[src/hdl/upe_pkg.sv]
// Constants, escape masks and helper functions for the URL percent encoder.
// No dependencies; imported by url_percent_encoder.
`default_nettype none

package upe_pkg;

    localparam int unsigned ADDR_W = 3;
    localparam int unsigned DATA_W = 32;

    localparam logic [7:0] PERCENT_CHAR = 8'h25;

    localparam logic [1:0] PH_PCT = 2'd0;
    localparam logic [1:0] PH_HI  = 2'd1;
    localparam logic [1:0] PH_LO  = 2'd2;

    localparam logic [0:0] REG_ESCAPE_SET = 1'b0;

    localparam logic [2:0] SET_URI       = 3'd0;
    localparam logic [2:0] SET_ARGS      = 3'd1;
    localparam logic [2:0] SET_COMPONENT = 3'd2;
    localparam logic [2:0] SET_HTML      = 3'd3;
    localparam logic [2:0] SET_REFRESH   = 3'd4;

    localparam logic [255:0] MASK_URI = {
        {4{32'hffffffff}}, 32'h80000000, 32'h00000000, 32'h80000029, 32'hffffffff};
    localparam logic [255:0] MASK_ARGS = {
        {4{32'hffffffff}}, 32'h80000000, 32'h00000000, 32'h88000869, 32'hffffffff};
    localparam logic [255:0] MASK_COMPONENT = {
        {4{32'hffffffff}}, 32'hb8000001, 32'h78000001, 32'hfc009fff, 32'hffffffff};
    localparam logic [255:0] MASK_HTML = {
        {4{32'hffffffff}}, 32'h80000000, 32'h00000000, 32'h000000ad, 32'hffffffff};
    localparam logic [255:0] MASK_REFRESH = {
        {4{32'hffffffff}}, 32'h80000000, 32'h00000000, 32'h00000085, 32'hffffffff};
    localparam logic [255:0] MASK_MEMCACHED = {
        {4{32'h00000000}}, 32'h00000000, 32'h00000000, 32'h00000021, 32'hffffffff};

    function automatic logic f_needs_escape(input logic [2:0] set, input logic [7:0] b);
        logic [255:0] mask;
        unique case (set)
            SET_URI:       mask = MASK_URI;
            SET_ARGS:      mask = MASK_ARGS;
            SET_COMPONENT: mask = MASK_COMPONENT;
            SET_HTML:      mask = MASK_HTML;
            SET_REFRESH:   mask = MASK_REFRESH;
            default:       mask = MASK_MEMCACHED;
        endcase
        return mask[b];
    endfunction

    function automatic logic [7:0] f_hex(input logic [3:0] nib);
        logic [7:0] d;
        if (nib < 4'd10) begin
            d = 8'h30 + {4'd0, nib};
        end else begin
            d = 8'h37 + {4'd0, nib};
        end
        return d;
    endfunction

endpackage

`default_nettype wire

[src/hdl/url_percent_encoder.sv]
// URL percent encoder: one input stage, one result register, APB escape-set register.
// Depends on upe_pkg for masks, hex digits and phase codes.
//
// Channel   Direction  Payload
// s_axis    in         tdata = in_byte, tlast = last_in
// m_axis    out        tdata = out_byte, tlast = last_out
// apb       in/out     escape_set at byte address 0
//
// A literal byte yields one output byte, an escaped byte three, with at most one output byte
// per cycle; a new input byte is taken as the last output byte of the current one is registered.
// An accepted byte passes the input stage and then the result register on its way to m_axis.
// Reset is synchronous and active low; it empties both stages and clears escape_set.
// A stalled output holds the result register and the input stage; a full input
// stage then refuses new items.
`default_nettype none

module url_percent_encoder
    import upe_pkg::*;
(
    input  wire logic              i_clk,
    input  wire logic              i_rst_n,
    input  wire logic              s_axis_tvalid,
    output logic                   s_axis_tready,
    input  wire logic [7:0]        s_axis_tdata,   // [7:0] in_byte
    input  wire logic              s_axis_tlast,
    output logic                   m_axis_tvalid,
    input  wire logic              m_axis_tready,
    output logic [7:0]             m_axis_tdata,   // [7:0] out_byte
    output logic                   m_axis_tlast,
    input  wire logic              psel,
    input  wire logic              penable,
    input  wire logic              pwrite,
    input  wire logic [ADDR_W-1:0] paddr,
    input  wire logic [DATA_W-1:0] pwdata,
    output logic      [DATA_W-1:0] prdata,
    output logic                   pready
);

    logic [2:0] r_set;
    logic       r_in_valid;
    logic [7:0] r_in_byte;
    logic       r_in_last;
    logic [1:0] r_phase;
    logic       r_out_valid;
    logic [7:0] r_out_byte;
    logic       r_out_last;

    logic       esc;
    logic       advance;
    logic       final_byte;
    logic       in_take;
    logic [7:0] n_out_byte;
    logic [1:0] n_phase;

    assign pready = 1'b1;
    assign prdata = (paddr[2] == REG_ESCAPE_SET) ? {{(DATA_W-3){1'b0}}, r_set} : '0;

    always_ff @(posedge i_clk) begin
        if (!i_rst_n) begin
            r_set <= '0;
        end else if (psel && penable && pwrite && pready && paddr[2] == REG_ESCAPE_SET) begin
            r_set <= pwdata[2:0];
        end
    end

    assign esc        = f_needs_escape(r_set, r_in_byte);
    assign advance    = r_in_valid && (!r_out_valid || m_axis_tready);
    assign final_byte = !esc || r_phase == PH_LO;
    assign s_axis_tready = !r_in_valid || (advance && final_byte);
    assign in_take    = s_axis_tvalid && s_axis_tready;

    always_comb begin
        n_out_byte = r_in_byte;
        n_phase    = PH_PCT;
        if (esc) begin
            unique case (r_phase)
                PH_PCT: begin
                    n_out_byte = PERCENT_CHAR;
                    n_phase    = PH_HI;
                end
                PH_HI: begin
                    n_out_byte = f_hex(r_in_byte[7:4]);
                    n_phase    = PH_LO;
                end
                PH_LO: begin
                    n_out_byte = f_hex(r_in_byte[3:0]);
                    n_phase    = PH_PCT;
                end
                default: begin
                    n_out_byte = PERCENT_CHAR;
                    n_phase    = PH_PCT;
                end
            endcase
        end
    end

    always_ff @(posedge i_clk) begin
        if (!i_rst_n) begin
            r_in_valid <= 1'b0;
            r_phase    <= PH_PCT;
        end else begin
            if (in_take) begin
                r_in_valid <= 1'b1;
            end else if (advance && final_byte) begin
                r_in_valid <= 1'b0;
            end
            if (advance) begin
                r_phase <= n_phase;
            end
        end
    end

    always_ff @(posedge i_clk) begin
        if (in_take) begin
            r_in_byte <= s_axis_tdata;
            r_in_last <= s_axis_tlast;
        end
    end

    always_ff @(posedge i_clk) begin
        if (!i_rst_n) begin
            r_out_valid <= 1'b0;
        end else if (advance) begin
            r_out_valid <= 1'b1;
        end else if (m_axis_tready) begin
            r_out_valid <= 1'b0;
        end
    end

    always_ff @(posedge i_clk) begin
        if (advance) begin
            r_out_byte <= n_out_byte;
            r_out_last <= r_in_last && final_byte;
        end
    end

    assign m_axis_tvalid = r_out_valid;
    assign m_axis_tdata  = r_out_byte;
    assign m_axis_tlast  = r_out_last;

endmodule

`default_nettype wire

[config.mk]
export PLATFORM = sky130hd
export DESIGN_NAME = url_percent_encoder
export DESIGN_NICKNAME = d
export VERILOG_FILES = /design/src/hdl/upe_pkg.sv /design/src/hdl/url_percent_encoder.sv
export SDC_FILE = /design/constraint.sdc
export NUM_CORES = 1
export LEC_CHECK = 0
export ABC_AREA = 1
export ABC_CLOCK_PERIOD_IN_PS = 2800
export BUFFER_PORTS_ARGS = -buffer_cell sky130_fd_sc_hd__buf_2
export CORE_ASPECT_RATIO = 0.8
export CORE_UTILIZATION = 40
export DETAILED_ROUTE_END_ITERATION = 7
export HOLD_SLACK_MARGIN = 0.12
export PLACE_DENSITY = 0.81
export RECOVER_POWER = 100
export SYNTH_ARGS = -nofsm -noshare
export SYNTH_HDL_FRONTEND = slang
export SYNTH_SLANG_ARGS = --single-unit
[constraint.sdc]
create_clock -name i_clk -period 2.8 [get_ports i_clk]
set_input_delay 0.84 -clock i_clk [delete_from_list [all_inputs] [get_ports i_clk]]
set_output_delay 0.84 -clock i_clk [all_outputs]
set_load 0.005 [all_outputs]
# ---- Word level (Yosys, flattened, before mapping)
# Index checks and enable logic that the tools add are counted.
dict set report classes {
  add_sub_neg 4
  n_lt_le_gt_ge 3
  n_eq_ne 6
  muxes 14
  bitwise 1
  reduce_logical 17
}
# op n
set op_table {}
lappend op_table {{case mux 256 bit (5 select lines)} 1}
lappend op_table {{adder 6 x 4 -> 7 bit, first input constant} 4}
lappend op_table {{two-way mux 7 bit} 2}
lappend op_table {{case mux 7 bit (2 select lines)} 1}
lappend op_table {{< comparator 8 x 9 -> 1 bit, second input constant} 1}
lappend op_table {{binary-select mux 1 bit (select 8 bit)} 1}
lappend op_table {{< comparator 4 bit, second input constant} 2}
lappend op_table {{two-way mux 8 bit} 1}
lappend op_table {{logical AND 1 bit} 7}
lappend op_table {{equality test 3 x 2 -> 1 bit, second input constant} 2}
lappend op_table {{two-way mux 1 bit} 5}
lappend op_table {{case mux 2 bit (2 select lines)} 1}
lappend op_table {{nonzero test 2 bit} 2}
lappend op_table {{equality test 3 x 1 -> 1 bit, second input constant} 1}
lappend op_table {{equality test 3 bit, second input constant} 1}
lappend op_table {{logical NOT 1 bit} 3}
lappend op_table {{logical NOT 3 bit} 1}
lappend op_table {{logical OR 1 bit} 3}
lappend op_table {{two-way mux 3 bit} 1}
lappend op_table {{equality test 2 x 1 -> 1 bit, second input constant} 1}
lappend op_table {{equality test 2 bit, second input constant} 1}
lappend op_table {{logical NOT 2 bit} 1}
lappend op_table {{two-way mux 2 bit} 1}
lappend op_table {{inverter 1 bit} 1}
dict set report word_totals {
  register_bits 25
  in_bits 51
}

# ---- Logic depth before layout (Yosys ltp)
# Gate-level depths: netlist of run 1.
dict set report depth {
  ltp_word 10
  depth_mapped 17
  depth_no_buf 16
}

# ---- Least setup slack after synthesis of run 1
# No wires, ideal clock.
dict set report synth_timing {
  path_kind {input -> output}
  from {input port m_axis_tready}
  to {output port s_axis_tready}
  t_arrival_ns 1.461
  setup_slack_ns 0.499
  path_stages 6
  n_path_buf 0
  path_cell_list {inv_1 > nand2_1 > nand2_1 > inv_1 > nand2_1 > nand2_1}
}
dict set report synth_between {
  elab_chain_len 4
}
# element line_no
set synth_rtl {}
lappend synth_rtl {{start, declared} url_percent_encoder.sv:27} ;# input wire logic m_axis_tready,
lappend synth_rtl {{logical OR 1 bit} url_percent_encoder.sv:67} ;# assign advance = r_in_valid && (!r_out_valid || m_axis_tready);
lappend synth_rtl {{logical AND 1 bit} url_percent_encoder.sv:67}
lappend synth_rtl {{net advance} url_percent_encoder.sv:49} ;# logic advance;
lappend synth_rtl {{logical AND 1 bit} url_percent_encoder.sv:69} ;# assign s_axis_tready = !r_in_valid || (advance && final_byte);
lappend synth_rtl {{logical OR 1 bit} url_percent_encoder.sv:69}
lappend synth_rtl {{end, declared} url_percent_encoder.sv:23} ;# output logic s_axis_tready,
# The timed path passes the listed nets, and every way through them passes these cells.

# ---- Worst setup path after layout of run 1
dict set report layout_timing {
  from {register r_in_byte[1]}
  to {output port s_axis_tready}
}
dict set report layout_between {
  elab_chain_len 6
}
# element line_no
set layout_rtl {}
lappend layout_rtl {{start, declared} url_percent_encoder.sv:41} ;# logic [7:0] r_in_byte;
lappend layout_rtl {{start signal, assigned} url_percent_encoder.sv:115} ;# r_in_byte <= s_axis_tdata;
lappend layout_rtl {{binary-select mux 1 bit (select 8 bit)} upe_pkg.sv:47} ;# return mask[b];
lappend layout_rtl {{two-way mux 1 bit (implied by the code)} upe_pkg.sv:47}
lappend layout_rtl {{logical NOT 1 bit} url_percent_encoder.sv:68} ;# assign final_byte = !esc || r_phase == PH_LO;
lappend layout_rtl {{logical OR 1 bit} url_percent_encoder.sv:68}
lappend layout_rtl {{logical AND 1 bit} url_percent_encoder.sv:69}
lappend layout_rtl {{logical OR 1 bit} url_percent_encoder.sv:69}
# No other way between the ends. The select of a mux whose other input is x is not followed.

==> summary.txt, run 1 <==
startpoint types - flip-flop
cell mode on critical path - nand2_1
Vias/cell - 4.61
Layout Skew - 0.00289 ns
post-route cell area - 2070 um2
r2r startpoint - r_in_byte[1]$_DFFE_PP_
final setup margin - -0.0314 ns
critical path class - reg -> out
antenna violations before repair - 0
Pleak - 0.977 nW
CP Capture Type - output port
fill count - 400
largest fanout on the critical path - 7
failing checks - setup timing
Post-Route WL - 3.47 mm
clk_lat worst skew - 0.28 ns
RSZ-0062 raised after global routing - true
Period minus WS final - 2.83 ns
Hold Path Depth - 2
antenna-violating nets left - 0
outcome - finished, violations left
CTS Buffer Depth - 2
hold_buf cts - 0
starting density of the core - 41.7%
cts bufs inserted - 3
total track usage - 16.0%
TritonCTS clock tree - yes
pwr dens - 411 nW/um2
wire per inst - 10.2 um
area of the core - 4180 um2
Commonest cells post-synth - nand2_1, buf_4, inv_1
HPWL Detailed - 2.50 mm
sequential area share after synthesis - 39.1%
# DRC - 0
CTS Sinks - 25
die height - 61 um
vias in the first global route - 1,301
number of port buffers - 33
Die Span X - 75.8 um
Worst R2R Setup Slack - 0.01 ns
Clk pin slew, worst setup/hold paths - 0.09 ns
placer's final routability congestion estimate - 0.895
fraction of registers with async set/reset - 0%
drt first-iter violations - 71
via count - 1,562
die area - 4620 um2
Top delay family on crit path - simple AND/OR/NAND/NOR gates
setup TNS - -0.0314 ns
largest area contributor in the netlist - edfxtp_1
top cells by area, synth - edfxtp_1, buf_4, nand2_1
HP Start - m_axis_tvalid$_SDFFE_PN0P_
GR Overflow Total - 0
Mapped Area - 1740 um2
# rows - 21
WP data required - 1.96 ns
Syn Area/Cell - 7.60 um2
FF-to-FF path depth - 21
top-count cell post-synth - nand2_1
H-tree depth - 1
Reg-to-Reg End - r_in_byte[6]$_DFFE_PP_
largest net degree at the start of global routing - 17
CP Buf/Inv Count - 2
Worst EP arrival - 1.99 ns
number of synthesized flops with an enable pin - 18
Synth Instances - 229
CTS Root Cell - clkbuf_8
Pre-Repair DR Iteration Count - 4
flop and latch count out of synthesis - 25
Crit path largest cell delay - 0.53 ns
Final Hold Viols - 0
worst ir drop on vdd - 0.368 mV
Final setup viols - 1
Pwr Total - 853 uW
post-synth cell types - 27
share of cells above drive strength 1 - 25.2%
Max Cap Viol - 0
top cell type's share of synthesized area - 31.1%
post-placement cell area - 1860 um2
Final nets - 339
Synth Warn # - 0
CP cell instances - buf_4 > a21oi_1 > o31ai_1 > nand2_1 > nand2_1 > nand2_1 > nand2_1 > nand2_1 > nand2_2 > nand2_2 > nand3_2 > nand2_2 > nand2_2 > buf_2
number of antenna diodes - 0
Slowest-stage cell, CP - edfxtp_1
Hold EP - m_axis_tvalid$_SDFFE_PN0P_
Slew Limit Fails - 0
IO Pins - 95
top_reg_cell synth - edfxtp_1
HP Class - reg -> reg
Final Cycle Share - 101%
fmax - 0.353 GHz
P&R area growth vs syn - 19.1%
first-pass GRT wire length - 5.48 mm
layer usage:
metal	up-vias	track usage, %	routed length (um)
li1	799	-	-
met1	701	20.1	1580
met2	54	26.5	1650
met3	8	3.65	186
met4	0	6.61	47
met5	-	0	0
flip-flops by register name, summed over array words and instances, names as in the netlist:
name,count
m_axis_tdata,8
r_phase,2
r_set,3
m_axis_tlast,1
r_in_byte,8
r_in_valid,1
r_in_last,1
m_axis_tvalid,1
area by class of cell:
type	count	area, um2	area share, %
clock buffers	3	41.3	1.99
multi-input cells	167	828	40.0
inverters	33	128	6.16
repair buffers	53	312	15.0
clock inverters	1	8.76	0.423
well taps	57	71.3	3.44
flip-flops and latches	25	683	33.0
logic make-up (layout without fill, tap and decap cells):
family                   Yosys count  count (layout)  synth area share (%)
AND/OR/NAND/NOR                   88              88                  21.6
buffers and inverters             65              90                  21.0
AO/OA/AOI/OAI                     44              44                  14.2
flip-flops                        25              25                  39.1
adder cells (fa/ha/maj)            5               5                  3.59
other                              2              30                 0.432
what timing repair did:
action / in CTS / in global routing
setup buffers: 13 / 3
cloned: 0 / 1
resized for setup: 7 / 8
pin swaps: 2 / 2
endpoints found under the setup margin: 1 / 10
power by group:
group	internal, mW	total, mW	switching (mW)	leakage (nW)
clock network	0.105	0.229	0.124	0.0261
registers	0.424	0.439	0.0146	0.229
logic	0.0748	0.185	0.110	0.721
total	0.604	0.853	0.249	0.977
per-stage QoR:
| step | worst slack (ns) | cells | util [%] | hold WS (ns) |
|---|---|---|---|---|
| final | -0.0314 | 339 | 49.6 | 0.490 |
| after global placement | 0.235 | 318 | 44.6 | 0.474 |
| after floorplan | 0.499 | 257 | - | 0.462 |
| after global routing | -0.179 | 339 | 49.6 | 0.511 |
| after detailed placement | 0.201 | 318 | 44.6 | 0.478 |
| after CTS | 0.0104 | 335 | 48.5 | 0.492 |
cell usage in the layout, fill, tap and decap left out, types with 2 or more instances in the layout:
cell type,n
nand2_1,45
conb_1,30
inv_1,27
buf_2,27
buf_4,19
a21oi_1,18
nand3_1,18
edfxtp_1,18
nor2_1,13
o21ai_0,11
o21ai_1,6
clkbuf_1,6
ha_1,5
dfxtp_1,5
inv_2,4
nand2_2,4
nor2_2,3
o211ai_1,3
clkbuf_8,3
nand3_2,2
a21oi_4,2
o22ai_1,2
dfxtp_2,2
worst max path at each step:
stage | from | end | cells past startpoint
CTS | r_in_byte[1]$_DFFE_PP_ | s_axis_tready | 15
floorplan | m_axis_tready | s_axis_tready | 6
finish | r_in_byte[1]$_DFFE_PP_ | s_axis_tready | 14
global placement | r_in_byte[1]$_DFFE_PP_ | s_axis_tready | 15
global route | r_in_byte[1]$_DFFE_PP_ | s_axis_tready | 15
detailed placement | r_in_byte[1]$_DFFE_PP_ | s_axis_tready | 13
worst min-delay path: cells and delay by family, from the launching register on:
kind            cells  cell delay [ns]
flops               1             0.32
simple gates        1             0.07
compound gates      1             0.06
Power figures use the tool's default switching activity.
==> run 2, diff against run 1 <==
SKIP_CTS_REPAIR_TIMING = 1   (was not set)
==> run 2 against run 1 <==
  * The flow now finishes without violations
  * Sequential share of layout area is 0.44 points higher
  * First-iteration DRC count is 24% higher
  * Cell count is 1.2% lower
  * Maximum frequency is 1.9% higher
  * Critical path type unchanged
==> summary.txt, run 2 (synthesis results as in run 1) <==
cell mode on critical path - nand2_1
vias in the first global route - 1,226 (-5.8%)
WL met3 - 248 um (+33%)
antenna-violating nets left - 0 (unchanged)
sw frac - 29.1% (-0.060 points)
CP Capture Type - output port
cts bufs inserted - 3 (unchanged)
Final nets - 335 (-1.2%)
routed wl met2 - 1.64 mm (-0.85%)
# DRC - 0 (unchanged)
Final Hold Viols - 0 (unchanged)
CP cell instances - buf_6 > a21oi_2 > o31ai_1 > nand2_1 > nand2_1 > nand2_1 > nand2_1 > nand2_1 > nand2_2 > nand2_2 > nand3_2 > nand2_2 > nand2_2 > buf_2
largest fanout on the critical path - 6 (-1)
clk_lat worst skew - 0.28 ns (about the same)
Logic pwr share - 21.4% (-0.3 points)
Slowest-stage cell, CP - edfxtp_1
Die Span X - 75.8 um (unchanged)
antenna violations before repair - 0 (unchanged)
Worst EP arrival - 1.94 ns (-0.05 ns)
Vias/cell - 4.62 (+0.35%)
number of port buffers - 33 (unchanged)
Clk pin slew, worst setup/hold paths - 0.09 ns (about the same)
setup TNS - 0 ns (+0.0314 ns)
post-route cell area - 2050 um2 (-0.97%)
CTS Buffer Depth - 2 (unchanged)
P&R area growth vs syn - 17.9%
M1 wire length - 1.51 mm (-4.7%)
post-placement cell area - 1860 um2 (unchanged)
sequential power share - 51.7% (+0.2 points)
worst ir drop on vdd - 0.392 mV (+6.7%)
share of cells above drive strength 1 - 26.6% (+1.4 points)
starting density of the core - 41.7% (unchanged)
Net Switching - 247 uW (-0.86%)
HP Class - reg -> reg
TritonCTS clock tree - yes
total track usage - 15.3% (-0.67 points)
via count - 1,549 (-0.83%)
largest net degree at the start of global routing - 17 (unchanged)
fmax - 0.360 GHz (+1.9%)
Top delay family on crit path - simple AND/OR/NAND/NOR gates
cell internal pwr - 600 uW (-0.57%)
Layout Skew - 0.00265 ns (-0.000239 ns)
Period minus WS final - 2.78 ns (-0.0526 ns)
Final Cycle Share - 99.2% (-1.9 points)
clock share of power - 27.0% (about the same)
first-pass GRT wire length - 5.18 mm (-5.5%)
WP data required - 1.96 ns (about the same)
HPWL Detailed - 2.50 mm (unchanged)
outcome - complete, no violations
Slew Limit Fails - 0 (unchanged)
drt first-iter violations - 88 (+24%)
die height - 61 um (unchanged)
GR Overflow Total - 0 (unchanged)
pwr dens - 413 nW/um2 (+0.32%)
Pleak - 0.974 nW (-0.30%)
H-tree depth - 1 (unchanged)
die area - 4620 um2 (unchanged)
CP Buf/Inv Count - 2 (unchanged)
Final setup viols - 0 (-1)
CTS Root Cell - clkbuf_8
IO Pins - 95 (unchanged)
area of the core - 4180 um2 (unchanged)
# rows - 21 (unchanged)
Pre-Repair DR Iteration Count - 4 (unchanged)
Max Cap Viol - 0 (unchanged)
startpoint types - flip-flop
Top Metal Used - met4
post-layout util - 49.1% (-0.48 points)
number of antenna diodes - 0 (unchanged)
wire per inst - 10.3 um (+0.96%)
placer's final routability congestion estimate - 0.895 (unchanged)
Crit path largest cell delay - 0.52 ns (about the same)
CTS Sinks - 25 (unchanged)
Post-Route WL - 3.46 mm (-0.23%)
leading cell type in the layout, fill and taps excluded - nand2_1
critical path class - reg -> out
RSZ-0062 raised after global routing - true
commonest non-fill, non-tap cells in the layout - nand2_1, buf_2, conb_1
run 2: cell types whose count changed in the layout (fill, tap and decap cells not counted), sizes merged:
cell      previous run  this run
buf                 47        49
clkinvlp             0         1
clkinv               1         0
clkbuf               9         3
run 2: worst reg2reg max path, delay by kind of cell (launching register included):
kind                   cells  cell delay (ns)
flip-flops                 1             0.52
buffers and inverters      4             0.55
AND/OR/NAND/NOR           11             0.70
AO/OA/AOI/OAI              1             0.11
run 2: worst paths after layout:
path                                    from                    endpoint  slack [ns]  depth (start not counted)
hold reg to reg   m_axis_tvalid$_SDFFE_PN0P_  m_axis_tvalid$_SDFFE_PN0P_        0.49                          2
setup reg to reg      r_in_byte[1]$_DFFE_PP_      r_in_byte[4]$_DFFE_PP_        0.63                         16
hold / removal    m_axis_tvalid$_SDFFE_PN0P_  m_axis_tvalid$_SDFFE_PN0P_        0.49                          2
setup / recovery      r_in_byte[1]$_DFFE_PP_               s_axis_tready        0.02                         14
run 2: through the flow:
step	hold WS, ns	std cells	worst slack [ns]	power (mW)
floorplan	0.462	257	0.499	0.583
global placement	0.474	318	0.235	0.596
detailed placement	0.478	318	0.201	0.601
CTS	0.492	322	-0.112	0.831
global route	0.528	335	-0.140	0.895
finish	0.489	335	0.0212	0.847
run 2: area by class of cell:
| cell class | count | area [um2] |
|---|---|---|
| multi-input combinational | 167 | 826 |
| inverter | 33 | 130 |
| tap | 57 | 71.3 |
| sequential | 25 | 686 |
| clock inverter | 1 | 8.76 |
| timing repair buffer | 49 | 289 |
| clock buffer | 3 | 41.3 |
| fill | 400 | 2130 |
run 2: power groups by stage:
stage	clock network (mW)	logic, mW	registers (mW)
after floorplan	0	0.139	0.444
after global placement	0	0.151	0.445
after detailed placement	0	0.155	0.446
after CTS	0.237	0.156	0.438
after global routing	0.247	0.208	0.440
final	0.228	0.181	0.438
run 2: routing by layer:
layer | up-vias | track usage (%)
li1 | 790 | -
met5 | - | 0
met1 | 677 | 18.7
met2 | 72 | 25.2
met3 | 10 | 4.49
met4 | 0 | 6.88
==> run 3, diff against run 2 <==
CORE_UTILIZATION = 45   (was 40)
CTS_BUF_LIST = sky130_fd_sc_hd__clkbuf_2   (was not set)
PLACE_DENSITY = 0.89   (was 0.81)
==> run 3 against run 2 <==
  * The run now ends with setup timing left
  * Die area is 11% lower
  * Maximum frequency is 6.8% lower
  * Critical path depth is 1 higher
  * Clock-buffer cell count stayed put
  * Global-route usage is 0.73 points lower
  * Sequential share of layout area is 1.4 points higher
  * Combinational power is 3% lower
  * Via count is 0.52% higher
  * Critical endpoint unchanged
  * Largest power group unchanged
==> summary.txt, run 3 (synthesis results as in run 1) <==
GR Overflow Total - 0 (unchanged)
first-pass GRT wire length - 4.72 mm (-8.8%)
post-route cell area - 1970 um2 (-4.1%)
Layout Cells excl Fill - 316 (-5.7%)
CP Capture Type - output port
CTS Buffer Depth - 2 (unchanged)
IO Pins - 95 (unchanged)
WP data required - 1.96 ns (about the same)
r2r startpoint - r_in_byte[1]$_DFFE_PP_
CTS Sinks - 25 (unchanged)
startpoint types - flip-flop
failing checks - setup timing
relative slew slack - 61.6%
Worst R2R Setup Slack - 0.57 ns (-0.06 ns)
number of port buffers - 33 (unchanged)
fmax - 0.335 GHz (-6.8%)
Worst Tran Pin Value - 0.576 ns
Pleak - 0.920 nW (-5.5%)
area of the core - 3570 um2 (-15%)
# rows - 19 (-9.5%)
Final Hold Viols - 0 (unchanged)
setup TNS - -0.181 ns (-0.181 ns)
die height - 57.6 um (-5.5%)
Slew Limit Fails - 0 (unchanged)
die area - 4120 um2 (-11%)
Vias/cell - 4.93 (+6.6%)
Hold EP - r_phase[1]$_SDFFE_PN0P_
HPWL Detailed - 2.37 mm (-5.1%)
Final setup viols - 1 (+1)
largest fanout on the critical path - 8 (+2)
wire per inst - 10.6 um (+2.5%)
share of cells above drive strength 1 - 23.7% (-2.9 points)
Pre-Repair DR Iteration Count - 4 (unchanged)
outcome - finished, violations left
antenna-violating nets left - 0 (unchanged)
Max Cap Viol - 0 (unchanged)
Period minus WS final - 2.98 ns (+0.203 ns)
post-placement cell area - 1840 um2 (-1.0%)
starting density of the core - 48.8% (+7.1 points)
FF-to-FF path depth - 16 (unchanged)
cts bufs inserted - 3 (unchanged)
Die Span X - 71.5 um (-5.6%)
drt first-iter violations - 74 (-16%)
Final Cycle Share - 106% (+7.2 points)
Clk pin slew, worst setup/hold paths - 0.22 ns (+0.13 ns)
# DRC - 0 (unchanged)
critical path class - reg -> out
HP Start - r_phase[1]$_SDFFE_PN0P_
Reg-to-Reg End - r_in_byte[6]$_DFFE_PP_
antenna violations before repair - 0 (unchanged)
leading cell type in the layout, fill and taps excluded - nand2_1
CTS Root Cell - clkbuf_2
largest net degree at the start of global routing - 17 (unchanged)
H-tree depth - 1 (unchanged)
post-layout util - 55.2% (+6.1 points)
Layout Skew - 0.0144 ns (+0.0118 ns)
placed cells - 303 (-4.7%)
Post-Route WL - 3.35 mm (-3.3%)
final setup margin - -0.181 ns (-0.203 ns)
vias in the first global route - 1,129 (-7.9%)
Final nets - 331 (-1.2%)
total track usage - 14.6% (-0.73 points)
commonest non-fill, non-tap cells in the layout - nand2_1, conb_1, buf_2
TritonCTS clock tree - yes
clk_lat worst skew - 0.37 ns (+0.09 ns)
via count - 1,557 (+0.52%)
HP Class - reg -> reg
Hold Path Depth - 2 (unchanged)
number of antenna diodes - 0 (unchanged)
Worst EP arrival - 2.14 ns (+0.20 ns)
P&R area growth vs syn - 13.1%
RSZ-0062 raised after global routing - true
pwr dens - 386 nW/um2 (-6.4%)
placer's final routability congestion estimate - 0.905 (+1.1%)
worst ir drop on vdd - 0.352 mV (-10%)
## run 3: final cells by class
class | count | area (um2)
fill | 333 | 1600
clock buffer | 3 | 15.0
multi-input combinational | 167 | 836
sequential | 25 | 684
clock inverter | 1 | 7.51
inverter | 33 | 130
timing repair buffer | 45 | 243
tap | 42 | 52.6
## run 3: where the power goes
part | total [mW] | internal, mW | switching, mW
registers | 0.438 | 0.425 | 0.0133
logic | 0.175 | 0.0652 | 0.110
clock network | 0.147 | 0.0331 | 0.114
total | 0.760 | 0.523 | 0.237
## run 3: stage by stage
step           total power, mW  setup WS [ns]  hold slack (ns)
2_1_floorplan            0.583          0.499            0.462
3_3_place_gp             0.594          0.245            0.474
6_report                 0.760         -0.181            0.508
4_1_cts                  0.744         -0.248            0.512
5_1_grt                  0.801         -0.357            0.533
3_5_place_dp             0.599          0.208            0.481
## run 3: worst max-delay path, stage by stage (launching register included)
cell and delay, ns:
edfxtp_1 0.55, inv_2 0.18, nand2_1 0.07, a21oi_1 0.11, nor2_1 0.06, nand3_1 0.08
nand3_1 0.08, nand2_1 0.06, nand2_1 0.04, nand2_1 0.07, nand2_2 0.08, nand2_2 0.07
nand3_2 0.08, nand2_2 0.09, nand2_2 0.05, buf_2 0.12
## run 3: how the worst max path moves through the flow
stage | from | endpoint | cells past startpoint
6_report | r_in_byte[1]$_DFFE_PP_ | s_axis_tready | 15
3_5_place_dp | r_in_byte[1]$_DFFE_PP_ | s_axis_tready | 15
4_1_cts | r_in_byte[1]$_DFFE_PP_ | s_axis_tready | 15
5_1_grt | r_in_byte[0]$_DFFE_PP_ | s_axis_tready | 15
3_3_place_gp | r_in_byte[1]$_DFFE_PP_ | s_axis_tready | 15
2_1_floorplan | m_axis_tready | s_axis_tready | 6
## run 3: layer usage
metal | up-vias | track usage [%] | share of wire (%)
met1 | 683 | 19.6 | 42
li1 | 783 | - | -
met3 | 7 | 4.17 | 9.8
met2 | 84 | 23.5 | 46
met5 | - | 0 | 0
met4 | 0 | 3.64 | 1.4
